## src/sv/skip_pointer_filter_table_assert.svh

```systemverilog
// Assertion macros used by the top-level file to check its own behavior.
`ifndef SKIP_POINTER_FILTER_TABLE_ASSERT_SVH
`define SKIP_POINTER_FILTER_TABLE_ASSERT_SVH
`ifndef SYNTHESIS
`define SPFT_ASSERT_SAME(label, ck, rn, ante, cons) \
    label: assert property (@(posedge ck) disable iff (!rn) (ante) |-> (cons)) \
        else $error("spft assertion failed");
`define SPFT_ASSERT_NEXT(label, ck, rn, ante, cons) \
    label: assert property (@(posedge ck) disable iff (!rn) (ante) |=> (cons)) \
        else $error("spft assertion failed");
`else
`define SPFT_ASSERT_SAME(label, ck, rn, ante, cons)
`define SPFT_ASSERT_NEXT(label, ck, rn, ante, cons)
`endif
`endif

```

## src/sv/spft_pkg.sv

```systemverilog
package spft_pkg;

    localparam int ID_W = 10;

    localparam logic [1:0] CMD_QUERY  = 2'd0;
    localparam logic [1:0] CMD_MASK   = 2'd1;
    localparam logic [1:0] CMD_UNMASK = 2'd2;

    localparam logic [ID_W-1:0] LIMIT_RESET = 10'd1023;

    typedef struct packed {
        logic clr_step;
        logic load;
        logic look_id;
        logic look_prev;
        logic decide;
        logic walk_start;
        logic walk_step;
        logic scan_start;
        logic scan_step;
    } spft_cmd_t;

    typedef struct packed {
        logic clr_last;
        logic walk_go;
        logic walk_more;
        logic scan_skip;
        logic scan_done;
    } spft_stat_t;

endpackage

```

## src/sv/spft_ctrl.sv

```systemverilog
module spft_ctrl (
    input  logic                  clk,
    input  logic                  rst_n,
    input  logic                  start,
    input  spft_pkg::spft_stat_t  stat,
    output spft_pkg::spft_cmd_t   cmd,
    output logic                  busy,
    output logic                  done
);
    import spft_pkg::*;

    typedef enum logic [3:0] {
        S_CLEAR,
        S_IDLE,
        S_LOOK_ID,
        S_LOOK_PREV,
        S_DECIDE,
        S_WALK_START,
        S_WALK,
        S_SCAN_START,
        S_SCAN
    } state_t;

    state_t state_reg;
    state_t state_next;
    logic   busy_reg;
    logic   busy_next;
    logic   done_reg;
    logic   done_next;

    always_comb
    begin
        cmd        = '0;
        state_next = state_reg;
        done_next  = 1'b0;
        unique case (state_reg)
            S_CLEAR:
            begin
                cmd.clr_step = 1'b1;
                if (stat.clr_last)
                begin
                    state_next = S_IDLE;
                end
            end
            S_IDLE:
            begin
                if (start)
                begin
                    cmd.load   = 1'b1;
                    state_next = S_LOOK_ID;
                end
            end
            S_LOOK_ID:
            begin
                cmd.look_id = 1'b1;
                state_next  = S_LOOK_PREV;
            end
            S_LOOK_PREV:
            begin
                cmd.look_prev = 1'b1;
                state_next    = S_DECIDE;
            end
            S_DECIDE:
            begin
                cmd.decide = 1'b1;
                state_next = stat.walk_go ? S_WALK_START : S_SCAN_START;
            end
            S_WALK_START:
            begin
                cmd.walk_start = 1'b1;
                state_next     = S_WALK;
            end
            S_WALK:
            begin
                cmd.walk_step = 1'b1;
                if (!stat.walk_more)
                begin
                    state_next = S_SCAN_START;
                end
            end
            S_SCAN_START:
            begin
                cmd.scan_start = 1'b1;
                if (stat.scan_skip)
                begin
                    state_next = S_IDLE;
                    done_next  = 1'b1;
                end
                else
                begin
                    state_next = S_SCAN;
                end
            end
            S_SCAN:
            begin
                cmd.scan_step = 1'b1;
                if (stat.scan_done)
                begin
                    state_next = S_IDLE;
                    done_next  = 1'b1;
                end
            end
            default:
            begin
                state_next = S_IDLE;
            end
        endcase
        busy_next = (state_next != S_IDLE);
    end

    always_ff @(posedge clk or negedge rst_n)
    begin
        if (!rst_n)
        begin
            state_reg <= S_CLEAR;
            busy_reg  <= 1'b1;
            done_reg  <= 1'b0;
        end
        else
        begin
            state_reg <= state_next;
            busy_reg  <= busy_next;
            done_reg  <= done_next;
        end
    end

    assign busy = busy_reg;
    assign done = done_reg;

endmodule

```

## config.mk

```make
export PLATFORM = sky130hd
export DESIGN_NAME = spft_ctrl
export DESIGN_NICKNAME = d
export VERILOG_FILES = /design/src/sv/skip_pointer_filter_table_assert.svh /design/src/sv/spft_pkg.sv /design/src/sv/spft_ctrl.sv
export SDC_FILE = /design/constraint.sdc
export NUM_CORES = 1
export LEC_CHECK = 0
export BUFFER_PORTS_ARGS = -buffer_cell sky130_fd_sc_hd__buf_2
export CAP_MARGIN = 0
export CORE_AREA = 2 2 39 41
export CTS_BUF_LIST = sky130_fd_sc_hd__clkbuf_8
export DETAILED_ROUTE_END_ITERATION = 10
export DIE_AREA = 0 0 41 43
export GPL_TIMING_DRIVEN = 0
export PLACE_DENSITY = 0.58
export SLEW_MARGIN = 5
export SYNTH_ARGS = -nofsm -noshare
export SYNTH_HDL_FRONTEND = slang
export SYNTH_SLANG_ARGS = --single-unit
```

## constraint.sdc

```tcl
create_clock -name clk -period 1.7 [get_ports clk]
set_clock_uncertainty 0.15 [all_clocks]
set_input_delay 0.085 -clock clk [delete_from_list [all_inputs] [get_ports clk]]
set_output_delay 0.085 -clock clk [all_outputs]
set_load 0.05 [all_outputs]
```

### Yosys cells after proc, flatten, opt, wreduce, memory -nomap -nowiden

Index checks and enable logic that the tools add are counted.

| operators by class | value |
|---|---|
| $add $sub $neg | 0 |
| multiply operators | 0 |
| div/mod/pow operators | 0 |
| $lt $le $gt $ge | 0 |
| equal/unequal tests | 9 |
| shift-type cells | 0 |
| multiplexer cells | 20 |
| bitwise logic cells | 0 |
| reductions and logical operators | 1 |

Operators by type and width:

| kind | count |
|---|---|
| one-hot mux 4 bit (9 select lines) | 1 |
| 2-to-1 mux 4 bit | 5 |
| equality test 4 x 3 -> 1 bit (second input constant) | 4 |
| 2-to-1 mux 1 bit | 12 |
| equality test 4 x 2 -> 1 bit (second input constant) | 2 |
| equality test 4 x 1 -> 1 bit (second input constant) | 1 |
| equality test 4 bit (second input constant) | 1 |
| zero test 4 bit | 1 |
| inequality test 4 x 1 -> 1 bit (second input constant) | 1 |
| 2-to-1 mux 2 bit | 1 |
| one-hot mux 1 bit (2 select lines) | 1 |

| storage, ports and cells | value |
|---|---|
| flip-flop bits (word level) | 6 |
| bits in latches | 0 |
| memory bits (writable) | 0 |
| ROM bits | 0 |
| memories kept | 0 |

### Logic depth before layout (Yosys ltp)

Gate-level depths: netlist (run 1).

| depth | value |
|---|---|
| depth after elaboration | 3 |
| depth in mapped cells | 5 |

### Least setup slack after synthesis (run 1)

OpenSTA, ideal clock, no wires.

| timing | value |
|---|---|
| kind | reg-to-output |
| start point | register state_reg[1] |
| end point | output port cmd[7] in the netlist's numbering |
| arrival | 2.335 ns |
| required time | 1.465 ns |
| slack | -0.870 ns |
| cell stages (with the launch flop) | 4 |
| path through | dfrtp_1 > buf_6 > nand2b_1 > nor4b_1 |

RTL lines:

| item | RTL line | RTL |
|---|---|---|
| start, declared | spft_ctrl.sv:24 | `state_t state_reg;` |
| start signal, assigned | spft_ctrl.sv:121 | `state_reg <= state_next;` |
| end, declared | spft_ctrl.sv:6 | `output spft_pkg::spft_cmd_t cmd,` |

==> summary.md, run 1 <==
| Metric | Value |
|---|---|
| Status | `complete, no violations` |
| Met3 wire length | `22 µm` |
| Root Driver | `clkbuf_8` |
| Number of synthesized flops with an enable pin | `0` |
| Top_reg_cell synth | `dfrtp_1` |
| Minimum clock period | `1610 ps` |
| Max reg flops | `4` |
| Slew HR | `83.0%` |
| Synth Instances | `43` |
| Wire length on met2 | `502 µm` |
| Total die area | `0.00176 mm²` |
| Initial Utilization | `28.8%` |
| Synth top cells by count | `5 x dfrtp_1, 4 x a21oi_1, 4 x nand2b_1, 4 x nor3_1, 3 x nor2_1` |
| Number of core rows | `14` |
| # clock sinks | `6` |
| Post-DP Area | `544 µm²` |
| Clock latency on the worst-skew pair | `220 ps` |
| Worst Path Max Fanout | `3` |
| Share of post-route cells with drive strength above 1 | `a little over half` |
| Final Cell Area | `about 640 µm²` |
| Die Height | `between 40 and 50 µm` |
| NumNets Final | `77` |
| Yosys warns | `0` |
| Ys async rst share | `between 90% and 100%` |
| DR vias/cell | `~4.8` |
| Max VDD drop | `858 µV` |
| Routability cong. | `0.660` |
| H-tree depth | `1` |
| Synth top area share | `31.4%` |
| Number of buffers created by CTS | `3` |
| Yosys cell types | `24` |
| Highest-delay cell along the critical path | `dfrtp_1` |
| Unrepaired setup endpoints after global routing | `false` |
| Largest net degree at the start of global routing | `11` |
| Final wirelength | `951 µm` |
| Number of global-route vias before repair | `401` |
| Total power | `0.00146 W` |
| Net Count, Synth | `51` |
| Detailed Route Iter0 Violations | `6` |
| Setup crit end kind | `output port` |
| WL/cell | `about 11 µm` |
| Register area share after synthesis | `38.1%` |
| Max Slew Vio Count | `0` |
| Via Count | `405` |
| Final setup viols | `0` |
| Total GRT Usage | `between 10% and 20%` |
| Port Buffers | `18` |
| Worst-Margin Slew | `255 ps` |
| Post-DRT Antenna Nets | `0` |
| Max Root-Sink Buffers | `2` |
| CP arrival | `1370 ps` |
| P_leak | `0.308 nW` |
| Initial antenna violation count | `0` |
| Synth area leaders | `dfrtp_1 31%, dfstp_2 6.6%, nand2b_1 6.3%` |
| Area Overhead vs Synth | `60.4%` |
| Top Metal Used | `met3` |
| WP data required | `1460 ps` |
| Core area | `0.00138 mm²` |
| Max-Cap Viols | `0` |
| GRT overflow | `0` |
| Boundary Pins | `19` |
| Clock transition at the registers of the reported paths | `about 40 ps` |
| 1st-pass router iterations | `4` |
| Chip width | `41 µm` |
| Post-Syn Area | `398 µm²` |
| PwrDens | `2290 mW/mm²` |
| Syn avg cell area | `9.25 µm²` |
| DRC | `0` |
| CTS tree | `yes` |
| Placed wire-length estimate | `725 µm` |
| Startpoint types | `flip-flop` |
| CP Cell Sequence | `buf_4 -> nor4b_4 -> buf_2` |
| Final setup TNS | `0 ps` |
| Max stage delay on crit path | `around 380 ps` |
| Peak Freq | `622 MHz` |
| Kind of critical path | `reg2out` |
| Fillers | `134` |
| Hold Path Class | `in2reg` |
| Period utilization | `94.6%` |
| WHS | `between 10 and 15 ps` |
| Seq cells post-synth | `6` |
| First-pass GRT wire length | `1610 µm` |
| Most common cell in the synthesized netlist | `dfrtp_1` |
| Fin. Hold Viols | `0` |
| ANT cells | `0` |
| Routed metal-1 wirelength | `426 µm` |
| Area leader, netlist | `dfrtp_1` |
-- cell families (layout without fill, tap and decap cells) --
group,count (synthesis),after routing,synth area share (%)
AND/OR/NAND/NOR,17,17,27.0
XOR/XNOR,1,1,2.20
AO/OA/AOI/OAI,12,12,21.7
flip-flops,6,6,38.1
buffers and inverters,7,32,11.0
-- through the flow --
step / worst slack, ps / instances / util (%)
after floorplan: -215 / 43 / -
after global placement: 114 / 77 / 39.3
after detailed placement: 133 / 77 / 39.3
after CTS: 21.5 / 84 / 44.9
after global routing: 11.7 / 84 / 46.1
final: 91.8 / 84 / 46.1
-- layout by cell type (no fill, tap or decap) --
master	count
and4b_4	1
dfrtp_2	1
a221o_1	1
dfrtp_1	4
inv_2	1
clkbuf_4	3
dfstp_2	1
nor3_1	1
nor4b_4	1
o2111ai_1	1
buf_6	2
a211o_1	1
xor2_1	1
a22o_1	1
nor4_2	1
o32ai_1	1
buf_4	3
inv_1	3
nor4b_2	1
buf_2	15
nor3_2	3
a2bb2oi_1	1
clkbuf_8	3
nand2b_1	3
dlygate4sd3_1	2
nand2_1	2
a21oi_1	4
nor2_1	3
nand2b_4	1
o31ai_1	1
o21ai_1	1
-- final timing paths --
kind	start	endpoint	slack, ps	depth (start not counted)
max in group asynchronous	rst_n	busy	1110	2
max reg2reg	state_reg[0]	busy	140	5
max	state_reg[1]	cmd[0]	90	3
min	stat[0]	done	10	2
min reg2reg	state_reg[0]	state_reg[3]	540	3
min in group asynchronous	rst_n	done	70	2
-- repair_timing --
item | 4_1_cts | 5_1_grt
setup endpoints to repair | 4 | 5
endpoints found under the hold margin | 7 | 0
hold buffers | 2 | 0
buffers inserted | 1 | 0
resized for setup | 2 | 5
-- cell type report --
cell class | count | area [µm²] | area share [%]
well taps | 16 | 20.0 | 3.14
repair buffers | 21 | 128 | 20.0
flip-flops and latches | 6 | 153 | 23.9
clock buffers | 3 | 41.3 | 6.47
multi-input cells | 30 | 246 | 38.6
plain buffers | 4 | 35.0 | 5.49
clock inverters | 1 | 3.75 | 0.588
inverters | 3 | 11.3 | 1.76
-- worst max-delay path, delay by kind of cell, from the launching register on --
| family | cells | cell delay [ps] |
|---|---|---|
| buffers and inverters | 2 | 470 |
| DFF | 1 | 380 |
| and+or+nand+nor | 1 | 310 |
-- where the power goes --
part	leakage, nW	switching, W	internal, W	total [W]
sequential	0.0719	0.0000567	0.000208	0.000265
combinational	0.209	0.000637	0.000348	0.000985
clock	0.0269	0.0000586	0.000155	0.000213
total	0.308	0.000752	0.000711	0.00146
-- metal layers --
layer	up-vias	global-route usage (%)
li1	210	-
met1	188	15.8
met2	7	21.9
met3	0	3.14
met4	0	6.00
met5	-	0
No activity file was read; power rests on OpenSTA's default activity.
==> run 2, diff against run 1 <==
--- a/config.mk
+++ b/config.mk
@@ -12,7 +12,8 @@
 export DETAILED_ROUTE_END_ITERATION = 10
 export DIE_AREA = 0 0 41 43
 export GPL_TIMING_DRIVEN = 0
-export PLACE_DENSITY = 0.58
+export PLACE_DENSITY_LB_ADDON = 0.15
+export SKIP_CTS_REPAIR_TIMING = 1
 export SLEW_MARGIN = 5
 export SYNTH_ARGS = -nofsm -noshare
 export SYNTH_HDL_FRONTEND = slang
==> run 2 against run 1 <==
  * Sequential share of layout area increased by 0.094 points
  * Global-route usage decreased by 0.33 points
  * Setup slack got worse by 16 ps
  * Critical path type unchanged
==> summary.md, run 2 (same netlist as run 1, synthesis figures left out) <==
| Metric | Value |
|---|---|
| Detailed Route Iter0 Violations | `10 (was 6)` |
| Final setup margin | `76.0 ps (was 91.8 ps)` |
| Period utilization | `95.5% (was 94.6%)` |
| Max Slew Vio Count | `0 (unchanged)` |
| Area of the multi-input gates | `246 µm² (unchanged)` |
| Worst-Margin Slew | `243 ps (was 255 ps)` |
| Setup crit end kind | `output port (unchanged)` |
| Number of buffers created by CTS | `3 (unchanged)` |
| Clock transition at the registers of the reported paths | `40 ps (about the same)` |
| Clock latency on the worst-skew pair | `220 ps (about the same)` |
| Final setup viols | `0 (unchanged)` |
| Max VDD drop | `983 µV (was 858 µV)` |
| Status | `complete, no violations (unchanged)` |
| Routability cong. | `0.773 (was 0.660)` |
| Number of global-route vias before repair | `353 (was 401)` |
| Total GRT Usage | `13.1% (was 13.4%)` |
| Core area | `0.00138 mm² (unchanged)` |
| Area Overhead vs Synth | `59.7% (was 60.4%)` |
| Die Height | `43 µm (unchanged)` |
| Peak Freq | `616 MHz (was 622 MHz)` |
| Fillers | `139 (was 134)` |
| Max-Cap Viols | `0 (unchanged)` |
| First-pass GRT wire length | `1610 µm (about the same)` |
| DR vias/cell | `4.92 (was 4.82)` |
| Chip width | `41 µm (unchanged)` |
| Slew HR | `83.8% (was 83.0%)` |
| Port Buffers | `18 (unchanged)` |
| Initial Utilization | `28.8% (unchanged)` |
| Startpoint types | `flip-flop (unchanged)` |
| 1st-pass router iterations | `3 (was 4)` |
| Largest net degree at the start of global routing | `11 (unchanged)` |
| Post-DRT Antenna Nets | `0 (unchanged)` |
| WP data required | `1460 ps (about the same)` |
| ANT cells | `0 (unchanged)` |
| PwrDens | `2300 mW/mm² (was 2290 mW/mm²)` |
| Commonest non-fill, non-tap cells in the layout | `16 x buf_2, 5 x buf_4, 4 x a21oi_1, 4 x dfrtp_1 (was 15 x buf_2, 4 x a21oi_1, 4 x dfrtp_1)` |
| Placed wire-length estimate | `734 µm (was 725 µm)` |
| Root Driver | `clkbuf_8 (unchanged)` |
| Initial antenna violation count | `0 (unchanged)` |
| Final wirelength | `953 µm (was 951 µm)` |
| Final setup TNS | `0 ps (unchanged)` |
| Boundary Pins | `19 (unchanged)` |
| NumNets Final | `77 (unchanged)` |
| CTS tree | `yes (unchanged)` |
| Hold Path Class | `in2reg (unchanged)` |
| Fin. Hold Viols | `0 (unchanged)` |
| Via Count | `413 (was 405)` |
| Total die area | `0.00176 mm² (unchanged)` |
| GRT overflow | `0 (unchanged)` |
| CP arrival | `1390 ps (was 1370 ps)` |
| P_leak | `0.310 nW (was 0.308 nW)` |
| Worst Path Max Fanout | `10 (was 3)` |
| Kind of critical path | `reg2out (unchanged)` |
| Pre-CTS setup slack | `138 ps (was 133 ps)` |
| Share of post-route cells with drive strength above 1 | `54.4% (unchanged)` |
| Number of core rows | `14 (unchanged)` |
| DRC | `0 (unchanged)` |
| Minimum clock period | `1620 ps (was 1610 ps)` |
| Sequential cell area | `153 µm² (unchanged)` |
| H-tree depth | `1 (unchanged)` |
| Max Root-Sink Buffers | `2 (unchanged)` |
| # clock sinks | `6 (unchanged)` |
| Most common cell after layout, fill and taps aside | `buf_2 (unchanged)` |
| Max reg flops | `4 (unchanged)` |
| WL/cell | `11.3 µm (about the same)` |
-- run 2: final timing paths --
path	cells past startpoint	slack, ps	endpoint	start
worst max-delay path	4	80	cmd[3]	state_reg[2]
worst min-delay path	2	2	done	stat[0]
worst max register to register	5	140	busy	state_reg[0]
worst min register to register	3	550	state_reg[3]	state_reg[0]
max in group asynchronous	2	1120	busy	rst_n
min in group asynchronous	2	60	done	rst_n
-- run 2: final cells by class --
class	instances	area share [%]
Buffer	4	5.51
Clock buffer	3	6.50
Clock inverter	1	0.591
Inverter	3	1.77
Multi-Input combinational cell	30	38.8
Sequential cell	6	24.0
Tap cell	16	3.15
Timing Repair Buffer	21	19.7
-- run 2: metrics by stage --
| step | hold WS, ps | total power (W) | util [%] | instances | instance area, µm² |
|---|---|---|---|---|---|
| 5_1_grt | 15.6 | 0.00157 | 45.9 | 84 | 636 |
| 2_1_floorplan | -361 | 0.00102 | - | 43 | 434 |
| 3_3_place_gp | -236 | 0.00119 | 39.3 | 77 | 544 |
| 4_1_cts | -476 | 0.00142 | 42.6 | 81 | 589 |
| 6_report | 2.23 | 0.00147 | 45.9 | 84 | 636 |
| 3_5_place_dp | -238 | 0.00119 | 39.3 | 77 | 544 |
-- run 2: metal layers --
metal / GRT usage [%] / vias up / wire length [µm]
met4: 6.00 / 0 / 16
met1: 19.0 / 185 / 455
met5: 0 / - / 0
li1: - / 208 / -
met2: 18.8 / 18 / 408
met3: 1.57 / 2 / 73
-- run 2: power breakdown --
part | total, W | internal (W) | switching (W)
combinational | 0.000983 | 0.000346 | 0.000637
sequential | 0.000266 | 0.000208 | 0.0000572
clock | 0.000217 | 0.000155 | 0.0000615
total | 0.00147 | 0.000710 | 0.000755
-- run 2: critical path, cell delays in order (launching register included) --
cell and delay [ps]:
dfrtp_2 430, buf_4 210, nand2_1 140, nor2_1 120, buf_2 260
==> run 3, diff against run 2 <==
==> constraint.sdc (replaced) <==
create_clock -name clk -period 2 [get_ports clk]
set_clock_uncertainty 0.15 [all_clocks]
set_input_delay 0.1 -clock clk [delete_from_list [all_inputs] [get_ports clk]]
set_output_delay 0.1 -clock clk [all_outputs]
set_load 0.05 [all_outputs]
==> run 3 against run 2 <==
  * Utilization shrank 2.6 points
  * Final cell count shrank 1.2%
  * Design area decreased by 5.7%
  * Setup slack better by 160 ps
  * Total power is 19% lower
  * Critical path type unchanged
  * Largest power group unchanged
  * Highest routed layer unchanged
==> summary.md, run 3 (same netlist as run 1, synthesis figures left out) <==
| Metric | Value |
|---|---|
| CTS tree | `yes (unchanged)` |
| Final setup margin | `238 ps (was 76.0 ps)` |
| Met3 wire length | `52 µm (was 73 µm)` |
| Placed wire-length estimate | `730 µm (was 734 µm)` |
| Largest delay share family, worst path | `buffers and inverters (unchanged)` |
| Startpoint types | `flip-flop (unchanged)` |
| R2R Path Start | `state_reg[1] (was state_reg[0])` |
| First-pass GRT wire length | `1410 µm (was 1610 µm)` |
| Max Root-Sink Buffers | `2 (unchanged)` |
| Period utilization | `88.1%` |
| Routability cong. | `0.734 (was 0.773)` |
| Number of buffers created by CTS | `3 (unchanged)` |
| Wire length on met2 | `480 µm (was 408 µm)` |
| Worst Path Max Fanout | `10 (unchanged)` |
| Top Metal Used | `met4 (unchanged)` |
| 1st-pass router iterations | `4 (was 3)` |
| Initial Utilization | `28.8% (unchanged)` |
| Area Overhead vs Synth | `50.6% (was 59.7%)` |
| Root Driver | `clkbuf_8 (unchanged)` |
| Clock transition at the registers of the reported paths | `40 ps (about the same)` |
| Final wirelength | `987 µm (was 953 µm)` |
| Detailed Route Iter0 Violations | `5 (was 10)` |
| Core area | `0.00138 mm² (unchanged)` |
| Worst-Margin Slew | `256 ps (was 243 ps)` |
| Max reg flops | `4 (unchanged)` |
| Largest net degree at the start of global routing | `11 (unchanged)` |
| Worst R2R Setup Slack | `440 ps (was 140 ps)` |
| WHS | `16.4 ps (was 2.23 ps)` |
| Worst Hold Depth | `2 (unchanged)` |
| GRT overflow | `0 (unchanged)` |
| Post-DRT Antenna Nets | `0 (unchanged)` |
| Chip width | `41 µm (unchanged)` |
| Minimum clock period | `1760 ps` |
| Final core occ | `43.3% (was 45.9%)` |
| DR vias/cell | `4.84 (was 4.92)` |
| Via Count | `402 (was 413)` |
| Clock latency on the worst-skew pair | `220 ps (about the same)` |
| Buf+Inv Stages, Crit Path | `2 (unchanged)` |
| Total power | `0.00118 W (was 0.00147 W)` |
| NumNets Final | `76 (was 77)` |
| WL/cell | `11.9 µm (was 11.3 µm)` |
| R2R depth | `5 (unchanged)` |
| Kind of critical path | `reg2out (unchanged)` |
| Boundary Pins | `19 (unchanged)` |
| Port Buffers | `18 (unchanged)` |
| WP data required | `1750 ps (was 1460 ps)` |
| H-tree depth | `1 (unchanged)` |
| Unrepaired setup endpoints after global routing | `false` |
| Max-Cap Viols | `0 (unchanged)` |
| Die Height | `43 µm (unchanged)` |
| Total GRT Usage | `12.6% (was 13.1%)` |
| Setup crit end kind | `output port (unchanged)` |
| Routed metal-1 wirelength | `447 µm (was 455 µm)` |
| Number of core rows | `14 (unchanged)` |
| Initial antenna violation count | `0 (unchanged)` |
| PwrDens | `1970 mW/mm² (was 2300 mW/mm²)` |
| Peak Freq | `roughly 570 MHz` |
| Commonest non-fill, non-tap cells in the layout | `20 x buf_2, 5 x dfrtp_1, 4 x nand2b_1, 4 x a21oi_1 (was 16 x buf_2, 5 x buf_4, 4 x a21oi_1, 4 x dfrtp_1)` |
| CP arrival | `1510 ps (was 1390 ps)` |
| Max VDD drop | `764 µV (was 983 µV)` |
| Share of post-route cells with drive strength above 1 | `47.8% (was 54.4%)` |
| P_leak | `0.295 nW (was 0.310 nW)` |
| Slew HR | `82.9% (was 83.8%)` |
| Number of global-route vias before repair | `342 (was 353)` |
| Worst r2r dst | `busy (unchanged)` |
| Most common cell after layout, fill and taps aside | `buf_2 (unchanged)` |
| Status | `complete, no violations (unchanged)` |
| Final setup viols | `0 (unchanged)` |
| Worst Hold Launch | `stat[0] (unchanged)` |
| Total die area | `0.00176 mm² (unchanged)` |
| DRC | `0 (unchanged)` |
| Highest-delay cell along the critical path | `dfrtp_1 (was dfrtp_2)` |
| Fin. Hold Viols | `0 (unchanged)` |
| ANT cells | `0 (unchanged)` |
| Max stage delay on crit path | `410 ps (was 430 ps)` |
| Hold Crit Endpoint | `done (unchanged)` |
| Max Slew Vio Count | `0 (unchanged)` |
| # clock sinks | `6 (unchanged)` |
| CP Cell Sequence | `buf_6 -> nand2b_1 -> nor4b_2 -> buf_2 (was buf_4 -> nand2_1 -> nor2_1 -> buf_2)` |
| Hold Path Class | `in2reg (unchanged)` |
| Pre-CTS setup slack | `457 ps (was 138 ps)` |
==> run 3: worst max path at each step <==
stage	startpoint	end	slack, ps	cells after the start
floorplan	state_reg[0]	cmd[6]	-3	3
global placement	state_reg[1]	busy	410	5
detailed placement	state_reg[1]	busy	460	5
CTS	state_reg[1]	cmd[7]	240	4
global route	state_reg[2]	cmd[4]	160	4
finish	state_reg[1]	cmd[7]	240	4
==> run 3: area by class of cell <==
class | instances | area (µm²)
fill | 146 | 785
multi-input combinational | 30 | 229
sequential | 6 | 151
timing repair buffer | 20 | 110
clock buffer | 3 | 41.3
buffer | 4 | 32.5
tap | 16 | 20.0
inverter | 3 | 11.3
clock inverter | 1 | 3.75
==> run 3: power by group <==
group / leakage (nW) / internal (W) / switching [W]
combinational: 0.195 / 0.000250 / 0.000518
sequential: 0.0730 / 0.000175 / 0.0000534
clock: 0.0269 / 0.000132 / 0.0000535
==> run 3: through the flow <==
step	cells	instance area (µm²)	setup TNS, ps
after CTS	81	579	0
after global routing	83	599	0
after global placement	77	534	0
final	83	599	0
after detailed placement	77	534	0
after floorplan	43	424	-3.05
==> run 3: routing by layer <==
layer	global-route usage [%]	vias up
met1	14.5	180
li1	-	207
met5	0	-
met4	10.0	0
met3	4.71	2
met2	17.5	13
